===== config.mk =====
export PLATFORM = sky130hd
export DESIGN_NAME = mm4_cell
export DESIGN_NICKNAME = d
export VERILOG_FILES = /design/src/rtl/mm4_pkg.sv /design/src/rtl/mm4_cell.sv
export SDC_FILE = /design/constraint.sdc
export NUM_CORES = 2
export LEC_CHECK = 0
export BUFFER_PORTS_ARGS = -buffer_cell sky130_fd_sc_hd__buf_2
export CAP_MARGIN = 20
export CORE_UTILIZATION = 44
export CTS_BUF_LIST = sky130_fd_sc_hd__clkbuf_16
export DETAILED_ROUTE_END_ITERATION = 10
export PLACE_DENSITY = 0.72
export SETUP_SLACK_MARGIN = 0.4
export SLEW_MARGIN = 10
export SYNTH_ARGS = -nofsm -noshare
export SYNTH_HDL_FRONTEND = slang
export SYNTH_SLANG_ARGS = --single-unit

===== constraint.sdc =====
create_clock -name clk_i -period 21.2 [get_ports clk_i]
set_input_delay 5.3 -clock clk_i [delete_from_list [all_inputs] [get_ports clk_i]]
set_output_delay 5.3 -clock clk_i [all_outputs]
set_load 0.005 [all_outputs]

===== src/rtl/mm4_pkg.sv =====
// ----------------------------------------------------------------------------
// mm4_pkg
// Shared constants and types of the 4x4 fixed point matrix multiplier.
// ----------------------------------------------------------------------------
`default_nettype none

package mm4_pkg;

  localparam int unsigned DIM = 4;
  localparam int unsigned IDX_W = 2;
  localparam int unsigned NUM_ELEMS = DIM * DIM;
  localparam int unsigned CNT_W = 2 * IDX_W;

  localparam int unsigned VALUE_WIDTH_DEF = 32;
  localparam int unsigned FRAC_BITS_DEF = 16;

  localparam logic OPERAND_LEFT = 1'b0;
  localparam logic OPERAND_RIGHT = 1'b1;

  // product element travelling down the chain
  typedef struct packed {
    logic [IDX_W-1:0] row;
    logic [IDX_W-1:0] col;
    logic             last;
  } tok_t;

endpackage

`default_nettype wire


===== src/rtl/mm4_cell.sv =====
// ----------------------------------------------------------------------------
// mm4_cell
// One multiply-accumulate cell. Holds one column of the left matrix and the
// matching row of the right matrix, multiplies the pair chosen by the passing
// element and adds the product to the partial sum handed on to the next cell.
// ----------------------------------------------------------------------------
`default_nettype none

module mm4_cell #(
  parameter int unsigned VALUE_WIDTH = mm4_pkg::VALUE_WIDTH_DEF
) (
  input  wire logic                             clk_i,
  input  wire logic                             rst_ni,
  input  wire logic                             en_i,
  input  wire logic                             left_we_i,
  input  wire logic                             right_we_i,
  input  wire logic [mm4_pkg::IDX_W-1:0]        wr_addr_left_i,
  input  wire logic [mm4_pkg::IDX_W-1:0]        wr_addr_right_i,
  input  wire logic [VALUE_WIDTH-1:0]           wr_data_i,
  input  wire logic                             vld_i,
  input  wire mm4_pkg::tok_t                    tok_i,
  input  wire logic [2*VALUE_WIDTH+1:0]         sum_i,
  output logic                                  vld_o,
  output mm4_pkg::tok_t                         tok_o,
  output logic [2*VALUE_WIDTH+1:0]              sum_o,
  output logic                                  busy_o
);

  localparam int unsigned ProdW = 2 * VALUE_WIDTH;
  localparam int unsigned AccW = ProdW + 2;

  logic [VALUE_WIDTH-1:0] left_q  [mm4_pkg::DIM];
  logic [VALUE_WIDTH-1:0] right_q [mm4_pkg::DIM];

  logic                   vld_a_q;
  mm4_pkg::tok_t          tok_a_q;
  logic [AccW-1:0]        psum_a_q;
  logic [ProdW-1:0]       prod_a_q;
  logic [ProdW-1:0]       prod_d;

  logic                   vld_b_q;
  mm4_pkg::tok_t          tok_b_q;
  logic [AccW-1:0]        sum_b_q;
  logic [AccW-1:0]        sum_d;

  // operand stores, cleared at reset
  always_ff @(posedge clk_i or negedge rst_ni) begin
    if (!rst_ni) begin
      for (int i = 0; i < mm4_pkg::DIM; i++) begin
        left_q[i]  <= '0;
        right_q[i] <= '0;
      end
    end else begin
      if (left_we_i) begin
        left_q[wr_addr_left_i] <= wr_data_i;
      end
      if (right_we_i) begin
        right_q[wr_addr_right_i] <= wr_data_i;
      end
    end
  end

  // multiply stage
  assign prod_d = ProdW'($signed(left_q[tok_i.row]) * $signed(right_q[tok_i.col]));

  // accumulate stage
  assign sum_d = psum_a_q + {{2{prod_a_q[ProdW-1]}}, prod_a_q};

  always_ff @(posedge clk_i or negedge rst_ni) begin
    if (!rst_ni) begin
      vld_a_q <= 1'b0;
      vld_b_q <= 1'b0;
    end else if (en_i) begin
      vld_a_q <= vld_i;
      vld_b_q <= vld_a_q;
    end
  end

  always_ff @(posedge clk_i) begin
    if (en_i) begin
      tok_a_q  <= tok_i;
      psum_a_q <= sum_i;
      prod_a_q <= prod_d;
      tok_b_q  <= tok_a_q;
      sum_b_q  <= sum_d;
    end
  end

  assign vld_o  = vld_b_q;
  assign tok_o  = tok_b_q;
  assign sum_o  = sum_b_q;
  assign busy_o = vld_a_q | vld_b_q;

endmodule

`default_nettype wire


==> impl_metrics.tcl <==
set metrics [dict create \
    status "finished clean" \
    drive_above_1_share_pct 13.25 \
    critPathLaunchType "input port" \
    syn_inst 5445 \
    hold_viol 0 \
    cp_max_fo 42 \
    fill_cells 11450 \
    antenna_found_initial 6 \
    cts_resized 0 \
    path_buf_inv 4 \
    fin_tns_setup_ns 0 \
    die_y_um 360.7 \
    final_common_cell "fa_1" \
    final_cell_mix "fa_1 (1083), inv_1 (1009), nand2_1 (595)" \
    netlist-cell-type-count 74 \
    synth_nets 6890 \
    path_depth 26 \
    cp_top_family "adder cells" \
    skew_ns 0.09010 \
    cts_root_buffer "clkbuf_16" \
    ctsHoldBuffers 0 \
    cts_setup_buffers 0 \
    hold_path_end "tok_o[4]$_DFFE_PP_" \
    hp-start "tok_a_q[4]$_DFFE_PP_" \
    insertion_delay_ns 0.71 \
    tightest_slew_ns 1.201 \
    place_congestion 0.9748 \
    yosysSeqAreaShare_pct 22.33 \
    dieArea_um2 130100 \
    drt-vias-per-instance 5.458 \
    drv_slew 0 \
    htree_num_levels 2 \
    cts.path.max_buffers 3 \
    endpoint_kind "flip-flop" \
    cts_buffers 56 \
    grt_overflow 0 \
    drt_wl_total_um 155900 \
    vias 39520 \
    ys.flop_type "dfrtp_1" \
    r2r-end "prod_a_q[54]$_DFFE_PP_" \
    yosysTopAreaCell "fa_1" \
    async_flop_share_pct 55.60 \
    setup_viol 0 \
    synth_edf_count 206 \
    clock-sinks 464 \
    cp_data_required_time_ns 21.65 \
    min_path_type "flip-flop to flip-flop" \
    finalCritPeriodShare_pct 73.79 \
    dr.pass1.iters 6 \
    r2r-start "left_q[46]$_DFFE_PN0P_" \
    cp_common_cell "fa_1" \
    drt-initial-drc-count 3081 \
    grt_max_degree 94 \
    synth_area_leaders "fa_1 (38%), dfrtp_1 (11%), edfxtp_1 (11%)" \
    coreArea_um2 127700 \
    floorplan.initialDensity_pct 44.34 \
    num_rows 131 \
    ios 186 \
    synth_top_cell_area_share_pct 38.29 \
    critPathMaxStageDelay_ns 0.85 \
    grt_pass1_wl_um 245900 \
    final_nets 6976 \
    synth.avg_cell_area_um2 10.40 \
    cp.arrival_ns 16.09 \
    dp_hpwl_um 117500 \
    yosysWarnings 0 \
    cts_tree "done" \
    die_w_um 360.7 \
    port_buffers 185 \
    drv_cap 0 \
    ys_ff_latch 464 \
    critPathKind "input port to flip-flop" \
    whs_path_depth 0 \
    wl_per_cell_um 21.53 \
    grt_pass1_vias 43330 \
    multiInputGateArea_um2 39320 \
    rsz0062_at_grt "false" \
    syn_area_um2 56620 \
    antenna_left 0 \
    grt_usage_pct 24.62 \
    fmaxAchievable_ghz 0.06392 \
    max-slew-margin-rel_pct 19.90 \
    critPathSlowestCell "o21ai_2" \
    post-route-drc-count 0 \
    reg2reg_slack_ns 10.94 \
    syn2layout_area_growth_pct 8.583 \
    regArea_um2 12640 \
    reg2regPathDepth 24 \
    path_clk_slew_ns 0.06 \
    finalCriticalPeriod_ns 15.64 \
]
[synth_stat cells (55+ instances only)]
master	count
fa_1	1083
inv_1	1005
nand2_1	595
nor2_1	532
mux2_2	309
dfrtp_1	258
ha_1	249
clkbuf_1	231
edfxtp_1	206
a21oi_1	146
xnor2_1	98
o21ai_0	90
and2_1	60
o21a_1	55
[through the flow]
stage / std cells / setup slack [ns] / hold WS, ns / utilization [%] / cell area [µm²]
detailed placement: 7132 / 4.933 / 0.4054 / 46.62 / 59520
global route: 7240 / 5.154 / 0.4147 / 48.15 / 61480
floorplan: 5445 / 6.957 / 0.4003 / - / 56620
finish: 7240 / 5.556 / 0.4202 / 48.15 / 61480
global placement: 7132 / 4.953 / 0.4018 / 46.62 / 59520
CTS: 7236 / 5.678 / 0.4180 / 48.10 / 61420
[how the worst max path moves through the flow]
stage                                        end     start
after floorplan           prod_a_q[63]$_DFFE_PP_  tok_i[4]
after global placement    prod_a_q[60]$_DFFE_PP_  tok_i[4]
after detailed placement  prod_a_q[54]$_DFFE_PP_  tok_i[4]
after CTS                 prod_a_q[54]$_DFFE_PP_  tok_i[4]
after global routing      prod_a_q[54]$_DFFE_PP_  tok_i[4]
final                     prod_a_q[54]$_DFFE_PP_  tok_i[4]
[kinds of logic (layout without fill, tap and decap cells)]
logic type	count (synthesis)	in the layout	synth area share [%]
AND/OR/NAND/NOR	1351	1351	9.982
other	0	1	0
AO/OA/AOI/OAI	523	523	5.814
buffers and inverters	1267	1399	8.426
multiplexers	375	375	7.600
flip-flops	464	464	22.33
adder cells (fa/ha/maj)	1332	1332	43.79
XOR/XNOR	133	133	2.057
[layer usage]
layer | part of all wire, % | global-route usage, % | up-vias
li1 | - | - | 17090
met1 | 39 | 30.79 | 20120
met2 | 47 | 40.57 | 1791
met3 | 8.6 | 5.180 | 509
met4 | 6.0 | 12.04 | 12
met5 | 0.048 | 0 | -
[registers in the layout, summed over array words and instances (netlist names)]
signal    count
vld_a_q       1
tok_a_q       5
psum_a_q     66
prod_a_q     64
vld_o         1
right_q     128
left_q      128
sum_o        66
tok_o         5
[final cells by class]
type / instances / area share [%]
Tap cell: 1662 / 3.382
Multi-Input combinational cell: 3714 / 63.96
Clock inverter: 48 / 0.7998
Antenna cell: 1 / 0.004070
Timing Repair Buffer: 288 / 2.861
Inverter: 1007 / 6.148
Sequential cell: 464 / 20.56
Clock buffer: 56 / 2.279
Power is left out: the tool's default activity adds up to more than one toggle a clock period on the data nets, which glitch-free logic cannot reach.
